[src/sv/scsd_pkg.sv]
// Shared types and constants for the sound command stream decoder.
// No dependencies; imported by every module of the block.
package scsd_pkg;

    localparam int BYTE_W  = 8;
    localparam int ADDR_W  = 14;
    localparam int VALUE_W = 16;
    localparam int BASE_W  = 20;
    localparam int SRC_W   = 24;
    localparam int IDX_W   = 2;

    localparam logic [IDX_W-1:0] CFG_WAVE_BASE   = 2'd0;
    localparam logic [IDX_W-1:0] CFG_STREAM_BASE = 2'd1;

    localparam logic [7:0] OP_PORT_BYTE_XOR = 8'hC0;
    localparam logic [7:0] OP_PORT_WORD_XOR = 8'hE0;
    localparam logic [7:0] OP_CALL_JUMP     = 8'hEF;
    localparam logic [7:0] OP_WAIT_FIRST    = 8'hF0;
    localparam logic [7:0] OP_WAIT_LAST     = 8'hF6;
    localparam logic [7:0] OP_WAIT_BYTE     = 8'hF8;
    localparam logic [7:0] OP_WAIT_WORD     = 8'hF9;
    localparam logic [7:0] OP_JUMP          = 8'hFA;
    localparam logic [7:0] OP_DMA           = 8'hFB;
    localparam logic [7:0] OP_WAVE_FIRST    = 8'hFC;
    localparam logic [7:0] OP_WAVE_LAST     = 8'hFF;
    localparam logic [7:0] OP_WAIT_BIAS     = 8'hEF;

    localparam logic [2:0] GRP_MEM_LO    = 3'b000;
    localparam logic [2:0] GRP_MEM_HI    = 3'b001;
    localparam logic [2:0] GRP_PORT_BYTE = 3'b010;
    localparam logic [2:0] GRP_PORT_WORD = 3'b011;
    localparam logic [2:0] GRP_SYSTEM    = 3'b111;

    typedef enum logic [3:0] {
        PH_OPCODE   = 4'd0,
        PH_MEM_LEN  = 4'd1,
        PH_MEM_DATA = 4'd2,
        PH_OPER_LO  = 4'd3,
        PH_OPER_HI  = 4'd4,
        PH_DMA_CTRL = 4'd5,
        PH_DOFF_LO  = 4'd6,
        PH_DOFF_HI  = 4'd7,
        PH_DCNT_LO  = 4'd8,
        PH_DCNT_HI  = 4'd9
    } t_phase;

    typedef enum logic [3:0] {
        ACT_PORT_BYTE = 4'd0,
        ACT_PORT_WORD = 4'd1,
        ACT_RAM_BYTE  = 4'd2,
        ACT_WAVE_COPY = 4'd3,
        ACT_WAIT      = 4'd4,
        ACT_JUMP      = 4'd5,
        ACT_CALL_JUMP = 4'd6,
        ACT_DMA_STOP  = 4'd7,
        ACT_DMA_START = 4'd8
    } t_action;

    typedef struct packed {
        logic                valid;
        t_action             action;
        logic [ADDR_W-1:0]   address;
        logic [VALUE_W-1:0]  value;
        logic [SRC_W-1:0]    dma_source;
        logic [BYTE_W-1:0]   dma_control;
    } t_result;

endpackage

[src/sv/sound_command_stream_decoder.sv]
// Sound command stream decoder: one stream byte in, at most one action out.
// Each byte passes the input register, the parser, then the output register.
// One byte per cycle unless the output stalls; one parser update per byte.
// Reset (synchronous, active low): parser back to expecting an opcode, all held
// operands and both configuration registers cleared, both stages empty.
// Depends on scsd_pkg, scsd_in_reg, scsd_parser and scsd_out_reg.
module sound_command_stream_decoder import scsd_pkg::*; (
    input  logic               i_clk,
    input  logic               i_rst_n,
    // configuration write port
    input  logic               i_cfg_we,
    input  logic [IDX_W-1:0]   i_cfg_index,
    input  logic [BASE_W-1:0]  i_cfg_data,
    // byte input channel
    input  logic               i_valid,
    output logic               o_ready,
    input  logic [BYTE_W-1:0]  i_data_byte,
    // action output channel
    output logic               o_valid,
    input  logic               i_ready,
    output logic [3:0]         o_action,
    output logic [ADDR_W-1:0]  o_address,
    output logic [VALUE_W-1:0] o_value,
    output logic [SRC_W-1:0]   o_dma_source,
    output logic [BYTE_W-1:0]  o_dma_control
);

    logic              held;
    logic [BYTE_W-1:0] held_byte;
    logic              space;
    logic              fire;
    t_result           parsed;
    t_result           result;

    // Parse the held byte only when the result register can take its request.
    assign fire = held && space;

    scsd_in_reg u_in (
        .i_clk       (i_clk),
        .i_rst_n     (i_rst_n),
        .i_valid     (i_valid),
        .o_ready     (o_ready),
        .i_data_byte (i_data_byte),
        .i_take      (space),
        .o_held      (held),
        .o_byte      (held_byte)
    );

    scsd_parser u_parse (
        .i_clk       (i_clk),
        .i_rst_n     (i_rst_n),
        .i_cfg_we    (i_cfg_we),
        .i_cfg_index (i_cfg_index),
        .i_cfg_data  (i_cfg_data),
        .i_fire      (fire),
        .i_byte      (held_byte),
        .o_result    (parsed)
    );

    // Drop bytes that make no action; only real requests reach the output.
    scsd_out_reg u_out (
        .i_clk    (i_clk),
        .i_rst_n  (i_rst_n),
        .i_load   (fire),
        .i_result (parsed),
        .o_space  (space),
        .o_result (result),
        .i_ready  (i_ready)
    );

    assign o_valid       = result.valid;
    assign o_action      = result.action;
    assign o_address     = result.address;
    assign o_value       = result.value;
    assign o_dma_source  = result.dma_source;
    assign o_dma_control = result.dma_control;

endmodule

[src/sv/scsd_in_reg.sv]
// Input register stage of the sound command stream decoder.
// Depends on scsd_pkg for the byte width.
module scsd_in_reg import scsd_pkg::*; (
    input  logic              i_clk,
    input  logic              i_rst_n,
    input  logic              i_valid,
    output logic              o_ready,
    input  logic [BYTE_W-1:0] i_data_byte,
    input  logic              i_take,
    output logic              o_held,
    output logic [BYTE_W-1:0] o_byte
);

    logic              r_held;
    logic [BYTE_W-1:0] r_byte;

    // Free the slot when it is empty or the parser takes the held byte this cycle.
    assign o_ready = !r_held || i_take;

    always_ff @(posedge i_clk) begin
        if (!i_rst_n) begin
            r_held <= 1'b0;
        end else if (o_ready) begin
            r_held <= i_valid;
        end
    end

    always_ff @(posedge i_clk) begin
        if (o_ready && i_valid) begin
            r_byte <= i_data_byte;
        end
    end

    assign o_held = r_held;
    assign o_byte = r_byte;

endmodule

[src/sv/scsd_parser.sv]
// Parser state and per-byte decode of the sound command stream.
// Depends on scsd_pkg for phases, actions, opcodes and the result struct.
module scsd_parser import scsd_pkg::*; (
    input  logic              i_clk,
    input  logic              i_rst_n,
    input  logic              i_cfg_we,
    input  logic [IDX_W-1:0]  i_cfg_index,
    input  logic [BASE_W-1:0] i_cfg_data,
    input  logic              i_fire,
    input  logic [BYTE_W-1:0] i_byte,
    output t_result           o_result
);

    logic [BYTE_W-1:0]  r_wave_base;
    logic [BASE_W-1:0]  r_stream_base;
    t_phase             r_phase,    n_phase;
    logic [BYTE_W-1:0]  r_opcode,   n_opcode;
    logic [BYTE_W-1:0]  r_remain,   n_remain;
    logic [BYTE_W-1:0]  r_hold,     n_hold;
    logic [ADDR_W-1:0]  r_ram_addr, n_ram_addr;
    logic [BYTE_W-1:0]  r_dma_ctl,  n_dma_ctl;
    logic [VALUE_W-1:0] r_dma_off,  n_dma_off;
    t_result            n_result;

    function automatic t_result make(input t_action act, input logic [ADDR_W-1:0] addr,
                                     input logic [VALUE_W-1:0] val);
        t_result res;
        res             = '0;
        res.valid       = 1'b1;
        res.action      = act;
        res.address     = addr;
        res.value       = val;
        return res;
    endfunction

    // Close out a one- or two-byte operand for the current opcode.
    function automatic t_result finish(input logic [BYTE_W-1:0] op,
                                       input logic [VALUE_W-1:0] v,
                                       input logic [BYTE_W-1:0] wave_base);
        t_result res;
        res = '0;
        if (op[7:5] == GRP_PORT_BYTE) begin
            res = make(ACT_PORT_BYTE, ADDR_W'(op ^ OP_PORT_BYTE_XOR), v);
        end else if (op[7:5] == GRP_PORT_WORD) begin
            res = make(ACT_PORT_WORD, ADDR_W'(op ^ OP_PORT_WORD_XOR), v);
        end else if (op == OP_CALL_JUMP) begin
            res = make(ACT_CALL_JUMP, '0, v);
        end else if (op == OP_WAIT_BYTE || op == OP_WAIT_WORD) begin
            if (v != '0) begin
                res = make(ACT_WAIT, '0, v);
            end
        end else if (op == OP_JUMP) begin
            res = make(ACT_JUMP, '0, v);
        end else if (op >= OP_WAVE_FIRST) begin
            res = make(ACT_WAVE_COPY, {wave_base, op[1:0], 4'b0000}, v);
        end
        return res;
    endfunction

    always_ff @(posedge i_clk) begin
        if (!i_rst_n) begin
            r_wave_base   <= '0;
            r_stream_base <= '0;
        end else if (i_cfg_we) begin
            case (i_cfg_index)
                CFG_WAVE_BASE:   r_wave_base   <= i_cfg_data[BYTE_W-1:0];
                CFG_STREAM_BASE: r_stream_base <= i_cfg_data;
                default: ;
            endcase
        end
    end

    always_comb begin
        n_phase    = r_phase;
        n_opcode   = r_opcode;
        n_remain   = r_remain;
        n_hold     = r_hold;
        n_ram_addr = r_ram_addr;
        n_dma_ctl  = r_dma_ctl;
        n_dma_off  = r_dma_off;
        n_result   = '0;
        case (r_phase)
            PH_MEM_LEN: begin
                n_remain = i_byte;
                n_phase  = (i_byte != '0) ? PH_MEM_DATA : PH_OPCODE;
            end
            PH_MEM_DATA: begin
                n_result   = make(ACT_RAM_BYTE, r_ram_addr, VALUE_W'(i_byte));
                n_ram_addr = r_ram_addr + 1'b1;
                n_remain   = r_remain - 1'b1;
                if (n_remain == '0) begin
                    n_phase = PH_OPCODE;
                end
            end
            PH_OPER_LO: begin
                if (r_opcode[7:5] == GRP_PORT_BYTE || r_opcode == OP_WAIT_BYTE) begin
                    n_result = finish(r_opcode, VALUE_W'(i_byte), r_wave_base);
                    n_phase  = PH_OPCODE;
                end else begin
                    n_hold  = i_byte;
                    n_phase = PH_OPER_HI;
                end
            end
            PH_OPER_HI: begin
                n_result = finish(r_opcode, {i_byte, r_hold}, r_wave_base);
                n_phase  = PH_OPCODE;
            end
            PH_DMA_CTRL: begin
                n_dma_ctl = i_byte;
                n_phase   = i_byte[7] ? PH_DOFF_LO : PH_OPCODE;
                n_result  = make(ACT_DMA_STOP, '0, '0);
            end
            PH_DOFF_LO: begin
                n_hold  = i_byte;
                n_phase = PH_DOFF_HI;
            end
            PH_DOFF_HI: begin
                n_dma_off = {i_byte, r_hold};
                n_phase   = PH_DCNT_LO;
            end
            PH_DCNT_LO: begin
                n_hold  = i_byte;
                n_phase = PH_DCNT_HI;
            end
            PH_DCNT_HI: begin
                n_result             = make(ACT_DMA_START, '0, {i_byte, r_hold});
                n_result.dma_source  = SRC_W'(r_stream_base) + SRC_W'(r_dma_off);
                n_result.dma_control = r_dma_ctl;
                n_phase              = PH_OPCODE;
            end
            default: begin
                // Opcode byte; unused opcodes fall through as no-ops.
                n_phase  = PH_OPCODE;
                n_opcode = i_byte;
                case (i_byte[7:5])
                    GRP_MEM_LO, GRP_MEM_HI: begin
                        n_ram_addr = {r_wave_base, i_byte[5:0]};
                        n_phase    = PH_MEM_LEN;
                    end
                    GRP_PORT_BYTE, GRP_PORT_WORD: begin
                        n_phase = PH_OPER_LO;
                    end
                    GRP_SYSTEM: begin
                        case (i_byte) inside
                            [OP_WAIT_FIRST:OP_WAIT_LAST]: begin
                                n_result = make(ACT_WAIT, '0,
                                                VALUE_W'(i_byte - OP_WAIT_BIAS));
                            end
                            OP_DMA: begin
                                n_phase = PH_DMA_CTRL;
                            end
                            OP_CALL_JUMP, OP_WAIT_BYTE, OP_WAIT_WORD, OP_JUMP,
                            [OP_WAVE_FIRST:OP_WAVE_LAST]: begin
                                n_phase = PH_OPER_LO;
                            end
                            default: ;
                        endcase
                    end
                    default: ;
                endcase
            end
        endcase
    end

    always_ff @(posedge i_clk) begin
        if (!i_rst_n) begin
            r_phase    <= PH_OPCODE;
            r_opcode   <= '0;
            r_remain   <= '0;
            r_hold     <= '0;
            r_ram_addr <= '0;
            r_dma_ctl  <= '0;
            r_dma_off  <= '0;
        end else if (i_fire) begin
            r_phase    <= n_phase;
            r_opcode   <= n_opcode;
            r_remain   <= n_remain;
            r_hold     <= n_hold;
            r_ram_addr <= n_ram_addr;
            r_dma_ctl  <= n_dma_ctl;
            r_dma_off  <= n_dma_off;
        end
    end

    assign o_result = n_result;

endmodule

[src/sv/scsd_out_reg.sv]
// Result register stage of the sound command stream decoder.
// Depends on scsd_pkg for the result struct.
module scsd_out_reg import scsd_pkg::*; (
    input  logic    i_clk,
    input  logic    i_rst_n,
    input  logic    i_load,
    input  t_result i_result,
    output logic    o_space,
    output t_result o_result,
    input  logic    i_ready
);

    logic    r_valid;
    t_result r_result;

    // Advance whenever the held request is gone or leaves this cycle.
    assign o_space = !r_valid || i_ready;

    always_ff @(posedge i_clk) begin
        if (!i_rst_n) begin
            r_valid <= 1'b0;
        end else if (o_space) begin
            r_valid <= i_load && i_result.valid;
        end
    end

    always_ff @(posedge i_clk) begin
        if (o_space && i_load && i_result.valid) begin
            r_result <= i_result;
        end
    end

    always_comb begin
        o_result       = r_result;
        o_result.valid = r_valid;
    end

endmodule
[config.mk]
export PLATFORM = sky130hd
export DESIGN_NAME = sound_command_stream_decoder
export DESIGN_NICKNAME = d
export VERILOG_FILES = /design/src/sv/scsd_pkg.sv /design/src/sv/sound_command_stream_decoder.sv /design/src/sv/scsd_in_reg.sv /design/src/sv/scsd_parser.sv /design/src/sv/scsd_out_reg.sv
export SDC_FILE = /design/constraint.sdc
export NUM_CORES = 1
export LEC_CHECK = 0
export BUFFER_PORTS_ARGS = -buffer_cell sky130_fd_sc_hd__buf_2
export CAP_MARGIN = 20
export CORE_ASPECT_RATIO = 0.8
export CORE_UTILIZATION = 58
export DETAILED_ROUTE_END_ITERATION = 8
export PLACE_DENSITY = 0.81
export SLEW_MARGIN = 5
export SYNTH_ARGS = -nofsm -noshare
export SYNTH_HDL_FRONTEND = slang
export SYNTH_SLANG_ARGS = --single-unit
[constraint.sdc]
create_clock -name i_clk -period 6.9 [get_ports i_clk]
set_input_delay 0.69 -clock i_clk [delete_from_list [all_inputs] [get_ports i_clk]]
set_output_delay 0.69 -clock i_clk [all_outputs]
set_load 0.005 [all_outputs]
# ---- After elaboration in Yosys (flattened, before gate mapping)
# Index checks and enable logic that the tools add are counted.
dict set report word_totals {
  regBits 170
  in_bits 35
  out_inout_bits 68
}
dict set report classes {
  n_addsub 4
  order_cmp 5
  n_eq_ne 27
  n_mux 32
  bitwise 4
  n_reduce_logical 38
}
# operator count
set op_table {}
lappend op_table {{67-bit two-way mux} 17}
lappend op_table {{67-bit case mux with 6 select lines} 1}
lappend op_table {{8-bit equality test (second input constant)} 9}
lappend op_table {{4-bit case mux with 8 select lines} 1}
lappend op_table {{8-bit case mux with 2 select lines} 2}
lappend op_table {{14-bit case mux with 2 select lines} 1}
lappend op_table {{8-bit greater-or-equal comparator (second input constant)} 3}
lappend op_table {{20-bit by 16-bit adder with 21-bit output} 1}
lappend op_table {{4-bit by 3-bit equality test with 1-bit output (second input constant)} 4}
lappend op_table {{8-bit less-or-equal comparator (second input constant)} 2}
lappend op_table {{16-bit nonzero test} 1}
lappend op_table {{14-bit by 1-bit adder with 14-bit output (second input constant)} 1}
lappend op_table {{14-bit two-way mux} 1}
lappend op_table {{2-bit AND reduction} 7}
lappend op_table {{3-bit by 2-bit equality test with 1-bit output (second input constant)} 4}
lappend op_table {{4-bit two-way mux} 3}
lappend op_table {{4-bit case mux with 3 select lines} 1}
lappend op_table {{9-bit OR reduction} 1}
lappend op_table {{8-bit by 8-bit subtractor with 9-bit output (second input constant)} 1}
lappend op_table {{4-bit by 2-bit equality test with 1-bit output (second input constant)} 2}
lappend op_table {{4-bit equality test (second input constant)} 2}
lappend op_table {{8-bit zero test} 1}
lappend op_table {{8-bit two-way mux} 1}
lappend op_table {{8-bit nonzero test} 1}
lappend op_table {{23 further kinds} 42}

# ---- Depth between registers and ports, before layout
dict set report logic_depth {
  depth_word 10
  depth_mapped 10
  mapped_depth_nobuf 9
}

# ---- Cells and area by module
# Synthesis repeated with hierarchy kept, for this count alone.
dict set report hier_totals {
  cells_unflattened 877
  hier_area_um2 8461.9
}
# module n_inst cells_each area_per_inst_um2 seq_area_each_um2
set modules_own_cells {}
lappend modules_own_cells {scsd_parser 1 791 6103.4 1881.8}
lappend modules_own_cells {scsd_out_reg 1 72 2054.5 2001.9}
lappend modules_own_cells {scsd_in_reg 1 13 297.8 260.2}
lappend modules_own_cells {sound_command_stream_decoder 1 1 6.3 0.0}

# ---- Least setup slack after synthesis
# No wires, ideal clock.
dict set report synth_path {
  kind {register to register}
  startpoint {register u_in.r_byte[0] (netlist: u_in.o_byte[0])}
  endpoint {register u_out.r_result, in the netlist u_out.o_result[0] (enable)}
  setup_time_ns 0.484
  arrival_time_ns 4.334
  setup_slack_ns 2.081
  path_stages_with_launch 10
  n_path_buf 1
  cell_sequence {edfxtp_1 clkbuf_1 inv_1 ha_1 nor4b_2 a211oi_1 a211oi_1 nor2_1 nor4_1 nor2_1}
}
dict set report synth_between {
  elab_chain_len 9
  word_cells_on_any_way 20
}
# element line
set synth_rtl {}
lappend synth_rtl {{from (decl)} scsd_in_reg.sv:15} ;# logic [BYTE_W-1:0] r_byte;
lappend synth_rtl {{from (signal assigned)} scsd_in_reg.sv:30} ;# r_byte <= i_data_byte;
lappend synth_rtl {{8-bit nonzero test} scsd_parser.sv:49} ;# if (v != '0) begin
lappend synth_rtl {{67-bit two-way mux} scsd_parser.sv:49}
lappend synth_rtl {{67-bit two-way mux} scsd_parser.sv:48} ;# end else if (op == OP_WAIT_BYTE || op == OP_WAIT_WORD) begin
lappend synth_rtl {{67-bit two-way mux} scsd_parser.sv:46} ;# end else if (op == OP_CALL_JUMP) begin
lappend synth_rtl {{67-bit two-way mux} scsd_parser.sv:44} ;# end else if (op[7:5] == GRP_PORT_WORD) begin
lappend synth_rtl {{67-bit two-way mux} scsd_parser.sv:42} ;# if (op[7:5] == GRP_PORT_BYTE) begin
lappend synth_rtl {{67-bit two-way mux} scsd_parser.sv:96} ;# if (r_opcode[7:5] == GRP_PORT_BYTE || r_opcode == OP_WAIT_BYTE) begin
lappend synth_rtl {{67-bit case mux with 6 select lines *} scsd_parser.sv:82} ;# case (r_phase)
lappend synth_rtl {{1-bit logical AND *} scsd_out_reg.sv:28} ;# if (o_space && i_load && i_result.valid) begin
lappend synth_rtl {{to (signal assigned)} scsd_out_reg.sv:29} ;# r_result <= i_result;
lappend synth_rtl {{to (decl)} scsd_out_reg.sv:14} ;# t_result r_result;
# Mark *: on every way between the ends. The rest lies on a longest branch, timed or not.
# A chain may end at the register's enable or synchronous reset.

# ---- Final worst setup path
dict set report layout_path {
  startpoint {register u_in.r_byte[0] (netlist: u_in.o_byte[0])}
  endpoint {register u_out.r_result, in the netlist u_out.o_result[49] (enable)}
}
# The elaborated chain is that of the path after synthesis.

==> flow_metrics.env <==
export IMPL_path_clk_slew_ns=0.06
export IMPL_maxCapViolCount=0
export IMPL_place_area_um2=8720
export IMPL_fin_crit_sh=0.494
export IMPL_htreeDepth=4
export IMPL_finalHoldViolCount=0
export IMPL_async_flop_share=0
export IMPL_die_w_um=135
export IMPL_synthCells=862
export IMPL_max_freq_ghz=0.294
export IMPL_crit_fanout=63
export IMPL_final_cell_area_um2=9320
export IMPL_crit_cells=9
export IMPL_cts_setup_buffers=0
export IMPL_drv_slew=0
export IMPL_antenna_found_initial=1
export IMPL_worst_slew_pin_slew_ns=1.10
export IMPL_die_area_um2=14600
export IMPL_synth_area_leaders="edfxtp_1, dfxtp_1, mux2i_1, nor2_1, a21oi_1"
export IMPL_worstRegToRegCells=9
export IMPL_cp_slowest_cell="buf_4"
export IMPL_routed_wl_um=19900
export IMPL_pin_count=103
export IMPL_r2r_start="u_in.o_byte[0]"
export IMPL_power_density_nw_per_um2=233
export IMPL_leakagePower_nw=3.54
export IMPL_post_cts_resize_count=0
export IMPL_crit_family="buffers and inverters"
export IMPL_vias=6730
export IMPL_drive_gt1_frac=0.162
export IMPL_wl_met1_um=9400
export IMPL_cts_buffers=17
export IMPL_routedWlPerCell_um=17.7
export IMPL_dpl_hpwl_um=13500
export IMPL_hold_buffers=0
export IMPL_synth_area_um2=8170
export IMPL_path_buf_inv=2
export IMPL_fillCellCount=1055
export IMPL_seq_area_frac_synth=0.496
export IMPL_crit_path_start_kind="flop"
export IMPL_ys_ff_latch=167
export IMPL_dp_cells=1093
export IMPL_cts_tree="built"
export IMPL_setup_tns_final_ns=0
export IMPL_grt_pass1_wl_um=31700
export IMPL_grt_max_degree=79
export IMPL_hold_class="in -> reg"
export IMPL_yosysWarnings=0
export IMPL_setup_viol=0
export IMPL_path_cells="inv_1 > ha_1 > nor4b_2 > nand4_1 > a211oi_1 > o21ai_2 > nor4_1 > nor2_4 > buf_4"
export IMPL_drcViolationCount=0
export IMPL_die_h_um=108
export IMPL_r2r_end="u_out.o_result[49]"
export IMPL_rsz0062_at_grt="no"
export IMPL_portBuffers=99
export IMPL_place_gp_congestion=0.921
export IMPL_clkLatencyLatePin_ns=0.43
export IMPL_synth_flop_cell="dfxtp_1"
export IMPL_area_delta_synth_final_pct=14.0
export IMPL_period_minus_slack_ns=3.41
export IMPL_grt_overflow=0
export IMPL_nNetsFinal=991
export IMPL_required_ns=6.96
export IMPL_crit_type="reg -> reg"
export IMPL_status="complete, no violations"
export IMPL_cp_slowest_stage_delay_ns=0.62
export IMPL_dr_wl_met2_um=8670
export IMPL_cp_endpoint="u_out.o_result[49]"
export IMPL_peakVddDrop_uv=285
export IMPL_core_um2=13600
export IMPL_max_slew_margin=0.264
export IMPL_grtUsageTotal=0.283
export IMPL_holdWs_ns=0.437
export IMPL_synthDistinctLibCells=76
export IMPL_root_buffer="clkbuf_16"
export IMPL_dr_pass1_iters=5
export IMPL_grt_pass1_vias=6042
export IMPL_cp_end_kind="flop"
export IMPL_synth_edf_count=71
export IMPL_synth_top_cell_area_share=0.261
export IMPL_fin_skew_ns=0.00756
export IMPL_layout_common_cells="nor2_1, buf_2, dfxtp_1"
export IMPL_first_iter_violations=633
export IMPL_r2r_slack_ns=3.49
export IMPL_synth_top_area_cell="edfxtp_1"
export IMPL_wl_met3_um=1610
export IMPL_syn_area_per_cell_um2=9.48
export IMPL_layout_cells_non_filler=1126
export IMPL_startpoint="u_in.o_byte[0]"
export IMPL_drtAntennaViolNets=0
export IMPL_arrival_ns=3.46
export IMPL_initial_utilization=0.599
export IMPL_viasPerCell=5.98
export IMPL_cts_sinks=167
export IMPL_rows=38
export IMPL_clk_path_buf_depth=2
export IMPL_topRoutingLayerUsed="met4"
export IMPL_layout_commonest_cell="nor2_1"
## worst min-delay path by stage
stage | from | end | slack, ns | depth (start not counted)
2_1_floorplan | u_parse.r_stream_base[0] | u_parse.r_stream_base[0] | 0.44 | 2
3_3_place_gp | u_parse.r_stream_base[2] | u_parse.r_stream_base[2] | 0.45 | 2
3_5_place_dp | u_parse.r_stream_base[15] | u_parse.r_stream_base[15] | 0.46 | 2
4_1_cts | i_data_byte[6] | u_in.o_byte[6] | 0.43 | 1
5_1_grt | i_data_byte[6] | u_in.o_byte[6] | 0.41 | 1
6_report | i_data_byte[6] | u_in.o_byte[6] | 0.44 | 1
## synth_stat cells (8+ instances only)
library cell  count
dfxtp_1          96
nand3_1          14
edfxtp_1         71
or3_1             8
and3_1            8
nand2_1          87
clkbuf_1         40
a22o_1           17
nor3_1           15
nand4_1           8
inv_1            22
nand2b_1         12
a211oi_1          8
ha_1             23
mux2i_1          41
buf_2            11
nand3b_1          8
o21ai_0          38
xnor2_1          11
nor2_1          108
and2_1           23
a21oi_1          79
## layout make-up
| type | instances | area, µm² | area share |
|---|---|---|---|
| multi-input combinational | 618 | 3820 | 0.410 |
| clock buffer | 23 | 499 | 0.0536 |
| antenna | 1 | 2.50 | 0.000269 |
| timing repair buffer | 105 | 541 | 0.0580 |
| sequential | 167 | 4050 | 0.435 |
| tap | 180 | 225 | 0.0242 |
| inverter | 23 | 87.6 | 0.00940 |
| clock inverter | 9 | 90.1 | 0.00967 |
## per-layer routing
metal,global-route usage,vias to the layer above
met4,0.0883,0
met3,0.0670,17
met5,0,-
li1,-,3218
met1,0.413,3193
met2,0.416,302
## power breakdown
part	internal, W	switching (W)
Sequential	0.00105	0.0000322
Combinational	0.0000563	0.0000941
Clock	0.000550	0.000389
Total	0.00166	0.000515
## cell families (layout without fill, tap and decap cells)
group           Yosys count  after routing  synth area share
flops                   167            167             0.496
fa+ha+maj                24             24            0.0377
other cells               1              4          0.000459
xor+xnor                 18             18            0.0193
compound gates          209            209             0.164
buf+inv                  79            160            0.0394
mux                      42             42            0.0516
simple gates            322            322             0.191
## sequential cells by signal, summed over array words and instances (netlist names), 4 cells and up
signal,count
u_in.o_byte,8
u_out.o_result,63
u_parse.r_dma_ctl,8
u_parse.r_dma_off,16
u_parse.r_hold,8
u_parse.r_opcode,8
u_parse.r_phase,4
u_parse.r_ram_addr,14
u_parse.r_remain,8
u_parse.r_stream_base,20
u_parse.r_wave_base,8
## per-stage QoR
stage / total power (W) / setup slack (ns) / util
global route: 0.00224 / 3.30 / 0.683
detailed placement: 0.00125 / 3.61 / 0.639
floorplan: 0.00120 / 2.08 / -
global placement: 0.00125 / 3.74 / 0.639
CTS: 0.00218 / 3.58 / 0.682
finish: 0.00217 / 3.49 / 0.683
Power figures use the tool's default switching activity.
